## src/hdl/fps_pkg.sv

```systemverilog
// Package for the flight phase sequencer: phase codes, register indexes,
// hold times and output levels. No dependencies.
`default_nettype none

package fps_pkg;

  // Mission phases.
  localparam logic [2:0] PH_ASCENT  = 3'd0;
  localparam logic [2:0] PH_DESCENT = 3'd1;
  localparam logic [2:0] PH_LANDING = 3'd2;
  localparam logic [2:0] PH_RELEASE = 3'd3;
  localparam logic [2:0] PH_STEER   = 3'd4;
  localparam logic [2:0] PH_FINAL   = 3'd5;

  // Configuration register indexes.
  localparam logic [2:0] REG_ASCENT_ALT   = 3'd0;
  localparam logic [2:0] REG_DESCENT_SPD  = 3'd1;
  localparam logic [2:0] REG_LANDING_BAND = 3'd2;
  localparam logic [2:0] REG_GOAL_LON     = 3'd3;
  localparam logic [2:0] REG_GOAL_TOL     = 3'd4;
  localparam logic [2:0] REG_STEER_GAIN   = 3'd5;
  localparam logic [2:0] REG_GOAL_HDG     = 3'd6;
  localparam logic [2:0] REG_START_PHASE  = 3'd7;

  localparam int unsigned CFG_W = 32;

  // Hold times in milliseconds.
  localparam logic [31:0] HOLD_LONG_MS  = 32'd10000;
  localparam logic [31:0] HOLD_SHORT_MS = 32'd3000;

  localparam logic [7:0] DRIVE_MAX     = 8'd255;
  localparam logic [7:0] SERVO_RELEASE = 8'd90;

  // Heading wrap limits in tenths of a degree.
  localparam logic signed [12:0] HALF_TURN = 13'sd1800;
  localparam logic signed [12:0] FULL_TURN = 13'sd3600;

  // The steering duty is product / 160 = (product >> 5) / 5. The quotient by 5
  // uses a reciprocal that is exact below 16384; at or above QUOT_SAT the duty
  // saturates anyway.
  localparam logic [13:0] QUOT_SAT   = 14'd1280;
  localparam logic [24:0] RECIP_FIVE = 25'd13108;

endpackage

`default_nettype wire

```

## src/hdl/flight_phase_sequencer.sv

```systemverilog
// Flight phase sequencer top level: input register, phase update logic and
// result register. Depends on fps_pkg.
`default_nettype none
//
// Usage:
//   Samples enter on the in_ channel (valid/ready) and one result item leaves
//   on the out_ channel (valid/ready) for every sample, in order.
//   Configuration registers are written through cfg_we/cfg_index/cfg_wdata;
//   write them only while no item is in flight. Writing the
//   start phase register loads the phase and disarms the hold timer.
//   A sample accepted sits in the input register; its result is presented
//   from the result register once the item moves on, which a stall can delay.
//   Throughput: one item per cycle while out_ready holds. The sample-only
//   terms (threshold compares, longitude gap, heading error times gain) are
//   formed on the way into the input register; the phase update, hold timer
//   and duty scaling sit between the input register and the result register.
//   Reset (rst_n low, synchronous) empties both stages, sets phase 0, disarms
//   the hold timer, zeroes motor and servo levels and loads the register
//   defaults.
//   When the receiver stalls the result holds; the input register still takes
//   one more item, then in_ready drops until the result is taken.
//
module flight_phase_sequencer
  import fps_pkg::*;
(
  input  wire logic                clk,
  input  wire logic                rst_n,

  input  wire logic                in_valid,
  output logic                     in_ready,
  input  wire logic [31:0]         in_now_ms,
  input  wire logic [24:0]         in_altitude,
  input  wire logic [17:0]         in_vertical_speed,
  input  wire logic [11:0]         in_heading,
  input  wire logic [31:0]         in_longitude,

  output logic                     out_valid,
  input  wire logic                out_ready,
  output logic [2:0]               out_phase,
  output logic [7:0]               out_left_drive,
  output logic [7:0]               out_right_drive,
  output logic [7:0]               out_servo_angle,
  output logic [11:0]              out_heading_error,

  input  wire logic                cfg_we,
  input  wire logic [2:0]          cfg_index,
  input  wire logic [CFG_W-1:0]    cfg_wdata
);

  // Configuration registers.
  logic signed [24:0] ascent_alt_r;
  logic signed [17:0] descent_spd_r;
  logic        [16:0] landing_band_r;
  logic signed [31:0] goal_lon_r;
  logic        [31:0] goal_tol_r;
  logic        [7:0]  steer_gain_r;
  logic        [11:0] goal_hdg_r;

  // Input register.
  logic               s1_valid_r;
  logic        [31:0] s1_now_r;
  logic               s1_alt_ok_r;
  logic               s1_desc_ok_r;
  logic               s1_land_ok_r;
  logic               s1_arrive_r;
  logic signed [11:0] s1_err_r;
  logic        [18:0] s1_prod_r;

  // Block state and result register.
  logic               out_valid_r;
  logic        [2:0]  phase_r, phase_nxt;
  logic               armed_r, armed_nxt;
  logic        [31:0] hold_start_r, hold_start_nxt;
  logic        [7:0]  left_r, left_nxt;
  logic        [7:0]  right_r, right_nxt;
  logic        [7:0]  servo_r, servo_nxt;
  logic signed [11:0] herr_r, herr_nxt;

  logic               move;
  logic               in_fire;
  logic               start_wr;

  // Sample-only terms.
  logic               alt_ok;
  logic               desc_ok;
  logic               land_ok;
  logic signed [18:0] vs_ext;
  logic signed [18:0] band_pos;
  logic signed [18:0] band_neg;
  logic signed [32:0] lon_diff;
  logic        [32:0] lon_gap;
  logic               arrive;
  logic signed [12:0] err_raw;
  logic signed [12:0] err_wrap;
  logic        [10:0] err_mag;
  logic        [18:0] prod;

  // Update terms.
  logic        [31:0] elapsed;
  logic        [31:0] hold_limit;
  logic               cond;
  logic               fire;
  logic        [13:0] quot;
  logic        [24:0] recip;
  logic        [7:0]  duty;

  assign move      = s1_valid_r && (!out_valid_r || out_ready);
  assign in_ready  = !s1_valid_r || move;
  assign in_fire   = in_valid && in_ready;
  assign start_wr  = cfg_we && (cfg_index == REG_START_PHASE);

  assign out_valid         = out_valid_r;
  assign out_phase         = phase_r;
  assign out_left_drive    = left_r;
  assign out_right_drive   = right_r;
  assign out_servo_angle   = servo_r;
  assign out_heading_error = herr_r;

  // ---------------- Sample terms, formed on the way in ----------------
  always_comb begin
    alt_ok   = $signed(in_altitude) > ascent_alt_r;
    desc_ok  = $signed(in_vertical_speed) < descent_spd_r;
    vs_ext   = 19'($signed(in_vertical_speed));
    band_pos = $signed({2'b00, landing_band_r});
    band_neg = -band_pos;
    land_ok  = (vs_ext < band_pos) && (vs_ext > band_neg);

    lon_diff = $signed({in_longitude[31], in_longitude}) -
               $signed({goal_lon_r[31], goal_lon_r});
    lon_gap  = lon_diff[32] ? 33'(-lon_diff) : 33'(lon_diff);
    arrive   = lon_gap < {1'b0, goal_tol_r};

    err_raw = $signed({1'b0, goal_hdg_r}) - $signed({1'b0, in_heading});
    if (err_raw > HALF_TURN) begin
      err_wrap = err_raw - FULL_TURN;
    end else if (err_raw < -HALF_TURN) begin
      err_wrap = err_raw + FULL_TURN;
    end else begin
      err_wrap = err_raw;
    end
    err_mag = err_wrap[12] ? 11'(-err_wrap) : err_wrap[10:0];
    prod    = {8'b0, err_mag} * {11'b0, steer_gain_r};
  end

  // ---------------- Phase update ----------------
  always_comb begin
    phase_nxt      = phase_r;
    armed_nxt      = armed_r;
    hold_start_nxt = hold_start_r;
    left_nxt       = left_r;
    right_nxt      = right_r;
    servo_nxt      = servo_r;
    herr_nxt       = herr_r;

    elapsed    = s1_now_r - hold_start_r;
    hold_limit = (phase_r == PH_RELEASE) ? HOLD_SHORT_MS : HOLD_LONG_MS;
    fire       = armed_r && (elapsed > hold_limit);

    unique case (phase_r)
      PH_ASCENT:  cond = s1_alt_ok_r;
      PH_DESCENT: cond = s1_desc_ok_r;
      PH_LANDING: cond = s1_land_ok_r;
      PH_RELEASE: cond = 1'b1;
      default:    cond = 1'b0;
    endcase

    quot  = s1_prod_r[18:5];
    recip = {14'b0, quot[10:0]} * RECIP_FIVE;
    duty  = (quot >= QUOT_SAT) ? DRIVE_MAX : recip[23:16];

    if (start_wr) begin
      phase_nxt = (cfg_wdata[2:0] > PH_FINAL) ? PH_FINAL : cfg_wdata[2:0];
      armed_nxt = 1'b0;
    end else if (move) begin
      if (phase_r == PH_STEER) begin
        if (s1_arrive_r) begin
          phase_nxt = PH_FINAL;
          armed_nxt = 1'b0;
        end
      end else if (phase_r != PH_FINAL) begin
        if (!cond) begin
          armed_nxt = 1'b0;
        end else if (!armed_r) begin
          armed_nxt      = 1'b1;
          hold_start_nxt = s1_now_r;
        end else if (fire) begin
          phase_nxt = phase_r + 3'd1;
          armed_nxt = 1'b0;
        end
      end

      // Actions belong to the phase reached after this item.
      herr_nxt = '0;
      if (phase_nxt == PH_RELEASE) begin
        left_nxt  = DRIVE_MAX;
        right_nxt = DRIVE_MAX;
        servo_nxt = SERVO_RELEASE;
      end else if (phase_nxt == PH_STEER) begin
        herr_nxt = s1_err_r;
        if (s1_err_r > 0) begin
          left_nxt  = duty;
          right_nxt = '0;
        end else if (s1_err_r < 0) begin
          left_nxt  = '0;
          right_nxt = duty;
        end else begin
          left_nxt  = '0;
          right_nxt = '0;
        end
      end
    end
  end

  // ---------------- Registers ----------------
  always_ff @(posedge clk) begin
    if (!rst_n) begin
      ascent_alt_r   <= 25'sd10000;
      descent_spd_r  <= '0;
      landing_band_r <= 17'd50;
      goal_lon_r     <= '0;
      goal_tol_r     <= 32'd100000000;
      steer_gain_r   <= 8'd24;
      goal_hdg_r     <= 12'd200;
    end else if (cfg_we) begin
      unique case (cfg_index)
        REG_ASCENT_ALT:   ascent_alt_r   <= $signed(cfg_wdata[24:0]);
        REG_DESCENT_SPD:  descent_spd_r  <= $signed(cfg_wdata[17:0]);
        REG_LANDING_BAND: landing_band_r <= cfg_wdata[16:0];
        REG_GOAL_LON:     goal_lon_r     <= $signed(cfg_wdata[31:0]);
        REG_GOAL_TOL:     goal_tol_r     <= cfg_wdata[31:0];
        REG_STEER_GAIN:   steer_gain_r   <= cfg_wdata[7:0];
        REG_GOAL_HDG:     goal_hdg_r     <= cfg_wdata[11:0];
        REG_START_PHASE:  ;
        default:          ;
      endcase
    end
  end

  always_ff @(posedge clk) begin
    if (!rst_n) begin
      s1_valid_r <= 1'b0;
    end else if (in_ready) begin
      s1_valid_r <= in_valid;
    end
  end

  always_ff @(posedge clk) begin
    if (in_fire) begin
      s1_now_r     <= in_now_ms;
      s1_alt_ok_r  <= alt_ok;
      s1_desc_ok_r <= desc_ok;
      s1_land_ok_r <= land_ok;
      s1_arrive_r  <= arrive;
      s1_err_r     <= err_wrap[11:0];
      s1_prod_r    <= prod;
    end
  end

  always_ff @(posedge clk) begin
    if (!rst_n) begin
      out_valid_r  <= 1'b0;
      phase_r      <= PH_ASCENT;
      armed_r      <= 1'b0;
      hold_start_r <= '0;
      left_r       <= '0;
      right_r      <= '0;
      servo_r      <= '0;
      herr_r       <= '0;
    end else begin
      if (move) begin
        out_valid_r <= 1'b1;
      end else if (out_ready) begin
        out_valid_r <= 1'b0;
      end
      phase_r      <= phase_nxt;
      armed_r      <= armed_nxt;
      hold_start_r <= hold_start_nxt;
      left_r       <= left_nxt;
      right_r      <= right_nxt;
      servo_r      <= servo_nxt;
      herr_r       <= herr_nxt;
    end
  end

  // ---------------- Assertions ----------------
  a_phase_range: assert property (@(posedge clk) disable iff (!rst_n)
    phase_r <= PH_FINAL)
    else $error("phase beyond the final phase");

  a_phase_step: assert property (@(posedge clk) disable iff (!rst_n)
    move && !start_wr |=> (phase_r == $past(phase_r)) ||
                          (phase_r == $past(phase_r) + 3'd1))
    else $error("phase moved by more than one step");

  a_phase_idle: assert property (@(posedge clk) disable iff (!rst_n)
    !move && !start_wr |=> $stable(phase_r))
    else $error("phase changed without an item or a start write");

  a_err_phase: assert property (@(posedge clk) disable iff (!rst_n)
    out_valid_r && (herr_r != 0) |-> phase_r == PH_STEER)
    else $error("heading error reported outside steering");

  a_one_side: assert property (@(posedge clk) disable iff (!rst_n)
    out_valid_r && (phase_r == PH_STEER) |-> (left_r == 0) || (right_r == 0))
    else $error("both motors driven while steering");

endmodule

`default_nettype wire
```

## config.mk

```make
export PLATFORM = sky130hd
export DESIGN_NAME = flight_phase_sequencer
export DESIGN_NICKNAME = d
export VERILOG_FILES = /design/src/hdl/fps_pkg.sv /design/src/hdl/flight_phase_sequencer.sv
export SDC_FILE = /design/constraint.sdc
export NUM_CORES = 1
export LEC_CHECK = 0
export ABC_AREA = 1
export CAP_MARGIN = 20
export CORE_ASPECT_RATIO = 0.75
export CORE_MARGIN = 2
export CORE_UTILIZATION = 45
export CTS_BUF_LIST = sky130_fd_sc_hd__clkbuf_16
export CTS_CLUSTER_DIAMETER = 80
export CTS_CLUSTER_SIZE = 8
export DETAILED_ROUTE_END_ITERATION = 10
export DONT_BUFFER_PORTS = 1
export GPL_TIMING_DRIVEN = 0
export PLACE_DENSITY_LB_ADDON = 0.2
export SKIP_CTS_REPAIR_TIMING = 1
export SLEW_MARGIN = 20
export SYNTH_ARGS = -nofsm -noshare
export SYNTH_HDL_FRONTEND = slang
export SYNTH_SLANG_ARGS = --single-unit
```

## constraint.sdc

```tcl
create_clock -name clk -period 8.5 [get_ports clk]
set_clock_uncertainty 0.1 [all_clocks]
set_input_delay 0.85 -clock clk [delete_from_list [all_inputs] [get_ports clk]]
set_output_delay 0.85 -clock clk [all_outputs]
set_load 0.05 [all_outputs]
```

======== Word level (Yosys, flattened, before mapping) ========
Cells that the tools add are included.
word-level totals
  bits in registers ....................... 278
  bits of input ports ..................... 159
  output and inout bits ................... 41
  logic and storage cells ................. 128
cells by class
  add/sub/neg operators ................... 9
  $mul .................................... 2
  order comparisons ....................... 12
  equal/unequal tests ..................... 15
  mux-type cells .......................... 35
  bitwise logic cells ..................... 4
  reduce and logical (&&, ||, !) cells .... 28
operators by type and width
  kind                                                                                   number
  8-bit two-way mux                                                                      8
  18-bit less-than comparator                                                            2
  33-bit by 32-bit less-than comparator with 1-bit output                                1
  3-bit two-way mux                                                                      11
  33-bit two-way mux                                                                     1
  33-bit negation                                                                        1
  32-bit by 32-bit subtractor with 33-bit output                                         1
  32-bit by 14-bit greater-than comparator with 1-bit output                             1
  32-bit subtractor                                                                      1
  13-bit two-way mux                                                                     2
  25-bit greater-than comparator                                                         1
  12-bit two-way mux                                                                     2
  11-bit by 12-bit multiplier with 22-bit output, second input constant                  1
  18-bit by 19-bit greater-than comparator with 1-bit output                             1
  11-bit by 8-bit multiplier with 19-bit output                                          1
  17-bit negation with 19-bit output                                                     1
  3-bit == test, second input constant                                                   6
  2-bit AND reduction                                                                    8
  3-bit by 2-bit == test with 1-bit output, second input constant                        5
  14-bit by 11-bit greater-or-equal comparator with 1-bit output, second input constant  1
  14-bit two-way mux                                                                     1
  13-bit adder, second input constant                                                    1
  13-bit by 12-bit greater-than comparator with 1-bit output, second input constant      1
  13-bit by 12-bit less-than comparator with 1-bit output, second input constant         1
  other kinds (22)                                                                       45

======== Longest topological paths before layout ========
  depth after elaboration ................. 14
  gate-level depth with buffers ........... 44
  gate-level depth less buffers ........... 44

======== Worst setup path after synthesis ========
No wires, ideal clock.
  kind .................................... in2reg
  start point ............................. input in_heading[0]
  end point ............................... register s1_prod_r[16] (data pin)
  setup time .............................. 252 ps
  arrival time ............................ 7124 ps
  required time ........................... 8148 ps
  slack ................................... 1024 ps
  cell stages on the path ................. 38
  buffers on the path ..................... 0
  path through ............................ ha_1 fa_1 inv_1 nand3_1 nand3_2 xor2_1 inv_1 ha_1 nand3_1 nor2_1 nand3_1 nand2_1 nand3b_1 nand2_1 nand2_4 nand2_4 xor2_2 nor3_2 [... 2 more ...] nor2_1 fa_1 inv_1 fa_1 inv_1 fa_1 inv_1 fa_1 inv_1 ha_1 a21oi_1 o21ai_0 a21oi_1 nand2_1 nand2_1 nand2_1 nand2_1 nand2_1
between the ends
  word-level cells in the longest chain between the ends .. 7
  elaborated cells on any way between the ends .. 10
  classes of those cells .................. add/sub: 4; mul: 1; order compare: 2; mux: 3
RTL lines
  what                                                                                     RTL line                                                      text
  from (decl)                                                                              flight_phase_sequencer.sv:34                                  input wire logic [11:0] in_heading,
  12-bit by 12-bit subtractor with 13-bit output *                                         flight_phase_sequencer.sv:133                                 err_raw = $signed({1'b0, goal_hdg_r}) - $signed({1'b0, in_heading});
  13-bit adder or 13-bit by 12-bit less-than comparator with 1-bit output (tied branches)  flight_phase_sequencer.sv:137, flight_phase_sequencer.sv:136
  13-bit two-way mux                                                                       flight_phase_sequencer.sv:136                                 end else if (err_raw < -HALF_TURN) begin
  13-bit two-way mux *                                                                     flight_phase_sequencer.sv:134                                 if (err_raw > HALF_TURN) begin
  named net err_wrap[4]                                                                    flight_phase_sequencer.sv:94                                  logic signed [12:0] err_wrap;
  11-bit negation                                                                          flight_phase_sequencer.sv:141                                 err_mag = err_wrap[12] ? 11'(-err_wrap) : err_wrap[10:0];
  11-bit two-way mux *                                                                     flight_phase_sequencer.sv:141
  11-bit by 8-bit multiplier with 19-bit output *                                          flight_phase_sequencer.sv:142                                 prod = {8'b0, err_mag} * {11'b0, steer_gain_r};
  named net prod[16]                                                                       flight_phase_sequencer.sv:96                                  logic [18:0] prod;
  to (signal assigned)                                                                     flight_phase_sequencer.sv:255                                 s1_prod_r <= prod;
  to (decl)                                                                                flight_phase_sequencer.sv:67                                  logic [18:0] s1_prod_r;
Mark *: on every way through the listed nets, which the timed path passes. The rest lies on a longest branch.
A chain may end at the register's enable or synchronous reset.

======== Final worst setup path ========
  start point ............................. register goal_hdg_r[0]
  end point ............................... register s1_prod_r[16] (data pin)
between the ends
  word-level cells in the longest chain between the ends .. 7
  elaborated cells on any way between the ends .. 10
  classes of those cells .................. add/sub: 4; mul: 1; order compare: 2; mux: 3
RTL lines
  what                                                                                     RTL line                                                      text
  from (decl)                                                                              flight_phase_sequencer.sv:57                                  logic [11:0] goal_hdg_r;
  from (signal assigned)                                                                   flight_phase_sequencer.sv:232                                 REG_GOAL_HDG: goal_hdg_r <= cfg_wdata[11:0];
  12-bit by 12-bit subtractor with 13-bit output *                                         flight_phase_sequencer.sv:133
  13-bit adder or 13-bit by 12-bit less-than comparator with 1-bit output (tied branches)  flight_phase_sequencer.sv:137, flight_phase_sequencer.sv:136
  13-bit two-way mux                                                                       flight_phase_sequencer.sv:136
  13-bit two-way mux *                                                                     flight_phase_sequencer.sv:134
  named net err_wrap[4]                                                                    flight_phase_sequencer.sv:94
  11-bit negation                                                                          flight_phase_sequencer.sv:141
  11-bit two-way mux *                                                                     flight_phase_sequencer.sv:141
  11-bit by 8-bit multiplier with 19-bit output *                                          flight_phase_sequencer.sv:142
  named net prod[16]                                                                       flight_phase_sequencer.sv:96
Marked as above.

==> summary.md <==
| Metric | Value |
|---|---|
| Status | finished clean |
| Largest cells by area after synthesis | dfxtp_1, ha_1, nand2_1 |
| Max Clk Rate | between 0.1 and 0.15 GHz |
| Fin area | about 26000 um2 |
| Pwr Total | ~10 mW |
| Fin Hold WS | between 0.2 and 0.3 ns |
| Synth Warn # | 0 |
| Post-Syn Area per Cell | ~7 um2 |
| Startpoint Class | flop |
| Register area share after synthesis | 0.253 |
| Post-synth EDFFs | between 60 and 70 |
| Comb power frac | 0.698 |
| DR DRC count | 0 |
| Clock share of power | 0.145 |
| Initial antenna violation count | 4 |
| Worst-margin pin slew | between 0.9 and 1 ns |
| WP data arrival | between 8 and 9 ns |
| Port bufs | 0 |
| Width of the die | 271 um |
| Register share of total power | 0.157 |
| Clock Sinks | about 270 |
| Worst path slowest cell | fa_1 |
| Final GP Congestion | 0.919 |
| Fin crit share | 0.918 |
| Initial Util | 0.455 |
| Pwr Density | a little under 400 nW/um2 |
| Required time worst endpoint | approximately 8.7 ns |
| FP Rows | 73 |
| CTS Buf Count | 40 |
| Hold Crit Class | input pin to flop |
| Core area | approximately 53000 um2 |
| DR iter-0 viols | 1358 |
| LEAKAGE | about 13 nW |
| Worst-skew pair later-pin latency | about 0.57 ns |
| RSZ-0062 raised after global routing | no |
| Hold Fails Final Rpt | 0 |
| CP Max Fanout | 9 |
| Via density | between 5 and 6 |
| Final cell count without fillers | slightly above 4k |
| Period minus WS final | a little under 8 ns |
| Setup crit end kind | flop |
| Antenna Cells | 0 |
| Yosys cell types | between 60 and 70 |
| First drt pass iteration count | 5 |
| Clk buf depth | 3 |
| Synthesis-stage register bit count | between 200 and 300 |
| Area after DPL | ~25000 um2 |
| Leading area contributor after synthesis | dfxtp_1 |
| Layout cells sized above 1 | 0.0321 |
| P_sw | around 5 mW |
| Net Sw Frac | 0.490 |
| All-layer global routing usage | 0.245 |
| Root Driver | clkbuf_16 |
| Die area | roughly 55000 um2 |
| Routed len/inst | between 15 and 20 um |
| Most common cell after layout, fill and taps aside | nand2_1 |
| Top_reg_cell synth | dfxtp_1 |
| Slew Viols, Final | 0 |
| Post-Syn Area | around 24000 um2 |
| Delay-heaviest family, CP | adder cells |
| Vias in the first global route | 19.5k |
| Layout Nets | 3956 |
| Area grow syn2layout | 8.66% |
| Post-route ant nets | 0 |
| Max VDD drop | between 0.0005 and 0.0006 V |
| Largest net degree at the start of global routing | 39 |
| Rel. slew slack | 0.334 |
| DRT Wirelength | approximately 68000 um |
| Num ports | 200 |
| Most frequent cells in the layout | nand2_1, inv_1, a21oi_1 |
| WS Path Type | flop to flop |
| CP bufs+invs | 7 |
| Post-synth ARST share | 0 |
| Cell-internal power | slightly above 5 mW |
| Setup violations, final | 0 |
| Placed Cells | 4076 |
| Critical path's largest stage delay | 0.52 ns |
| MaxCap Viol Count | 0 |
| H-tree levels | 2 |
| Worst-path clk slew | approximately 0.05 ns |
| Top cell type's share of synthesized area | 0.176 |
| Die Ht | around 200 um |
| First-pass GRT wire length | 107000 um |
| Hpwl dp | 56500 um |
| CTS tree | built |
| Via count | around 21k |
| Synthesized instance count | roughly 3.4k |
| Gr ovfl total | 0 |
state kept, by name (all words and copies together) (netlist names), 3 cells and up:
name and cells:
s1_now_r 32, goal_lon_r 32, goal_tol_r 32, landing_band_r 17
s1_err_r 12, descent_spd_r 18, out_right_drive 8, goal_hdg_r 12
out_left_drive 8, s1_prod_r 14, hold_start_r 32, ascent_alt_r 25
out_phase 3, steer_gain_r 8, out_heading_error 12
worst register-to-register path: cells and delay by family, from the launching register on:
kind	cells	cell delay [ns]
AO/OA/AOI/OAI	3	0.57
XOR/XNOR	3	1.01
adder cells (fa/ha/maj)	8	3.24
buffers and inverters	7	0.53
flip-flops	1	0.30
AND/OR/NAND/NOR	18	1.80
metrics by stage:
stage	utilization	setup WS, ns	TNS, ns
after floorplan	-	1.02	0
after global placement	0.472	-0.100	-0.119
after detailed placement	0.473	-0.0267	-0.0267
after CTS	0.494	0.395	0
after global routing	0.495	0.0948	0
final	0.495	0.701	0
final timing paths:
path                   from             end  slack [ns]  cells past startpoint
max           goal_hdg_r[0]   s1_prod_r[16]        0.70                     39
min            in_now_ms[5]     s1_now_r[5]        0.28                      0
min reg2reg  goal_lon_r[17]  goal_lon_r[17]        0.35                      2
max reg2reg   goal_hdg_r[0]   s1_prod_r[16]        0.70                     39
cells by family (layout without fill, tap and decap cells):
group / after synthesis / after routing / share of synthesized area
flip-flops: 273 / 273 / 0.253
adder cells (fa/ha/maj): 391 / 391 / 0.230
multiplexers: 1 / 1 / 0.000416
XOR/XNOR: 109 / 109 / 0.0412
AND/OR/NAND/NOR: 1249 / 1249 / 0.219
AO/OA/AOI/OAI: 648 / 648 / 0.147
other: 1 / 4 / 0.000156
buffers and inverters: 687 / 748 / 0.109
power by group through the flow:
stage / Combinational [mW] / Sequential (mW) / Clock, mW
2_1_floorplan: 5.56 / 1.58 / 0
3_3_place_gp: 7.01 / 1.62 / 0
3_5_place_dp: 7.01 / 1.62 / 0
4_1_cts: 7.11 / 1.59 / 1.51
5_1_grt: 8.33 / 1.60 / 1.56
6_report: 7.09 / 1.59 / 1.48
final cells by class:
type | count | area [um2]
plain buffers | 74 | 332
fillers | 5350 | 26700
repair buffers | 2 | 27.5
clock buffers | 40 | 1000
well taps | 712 | 891
flip-flops and latches | 273 | 6090
multi-input cells | 2402 | 15400
inverters | 613 | 2300
clock inverters | 19 | 131
synth_stat cells, types with 3 or more instances:
cell      number
a31oi_1        7
nand3_1      142
nand3b_1      11
o211ai_1      28
nor3_1        44
ha_1         304
clkinv_1       8
or2_2          5
o31ai_1        4
xnor2_1       32
edfxtp_1      62
fa_1          87
nand2_4        3
a21o_1        12
nand2_2        8
inv_1        599
and2_1         8
buf_4          8
nand3_2        4
nand2_1      661
nor2_2         7
nor4_1        10
o21a_1         3
o41ai_1        4
a21oi_1      319
xor2_1        72
dfxtp_1      211
nor2_1       291
nand4_1       46
o21ai_1        3
buf_6          3
xor2_2         5
o21bai_1      13
o21ai_0      226
a21boi_0       5
clkbuf_1      61
inv_2          6
per-layer routing:
metal,wire length [um],vias to the layer above,part of all wire,track usage
met2,27700,558,0.41,0.364
li1,-,11000,-,-
met1,33400,9464,0.49,0.354
met3,5940,78,0.087,0.0653
met4,1300,2,0.019,0.0537
met5,18,-,0.00026,0
No activity file was read; power rests on OpenSTA's default activity.
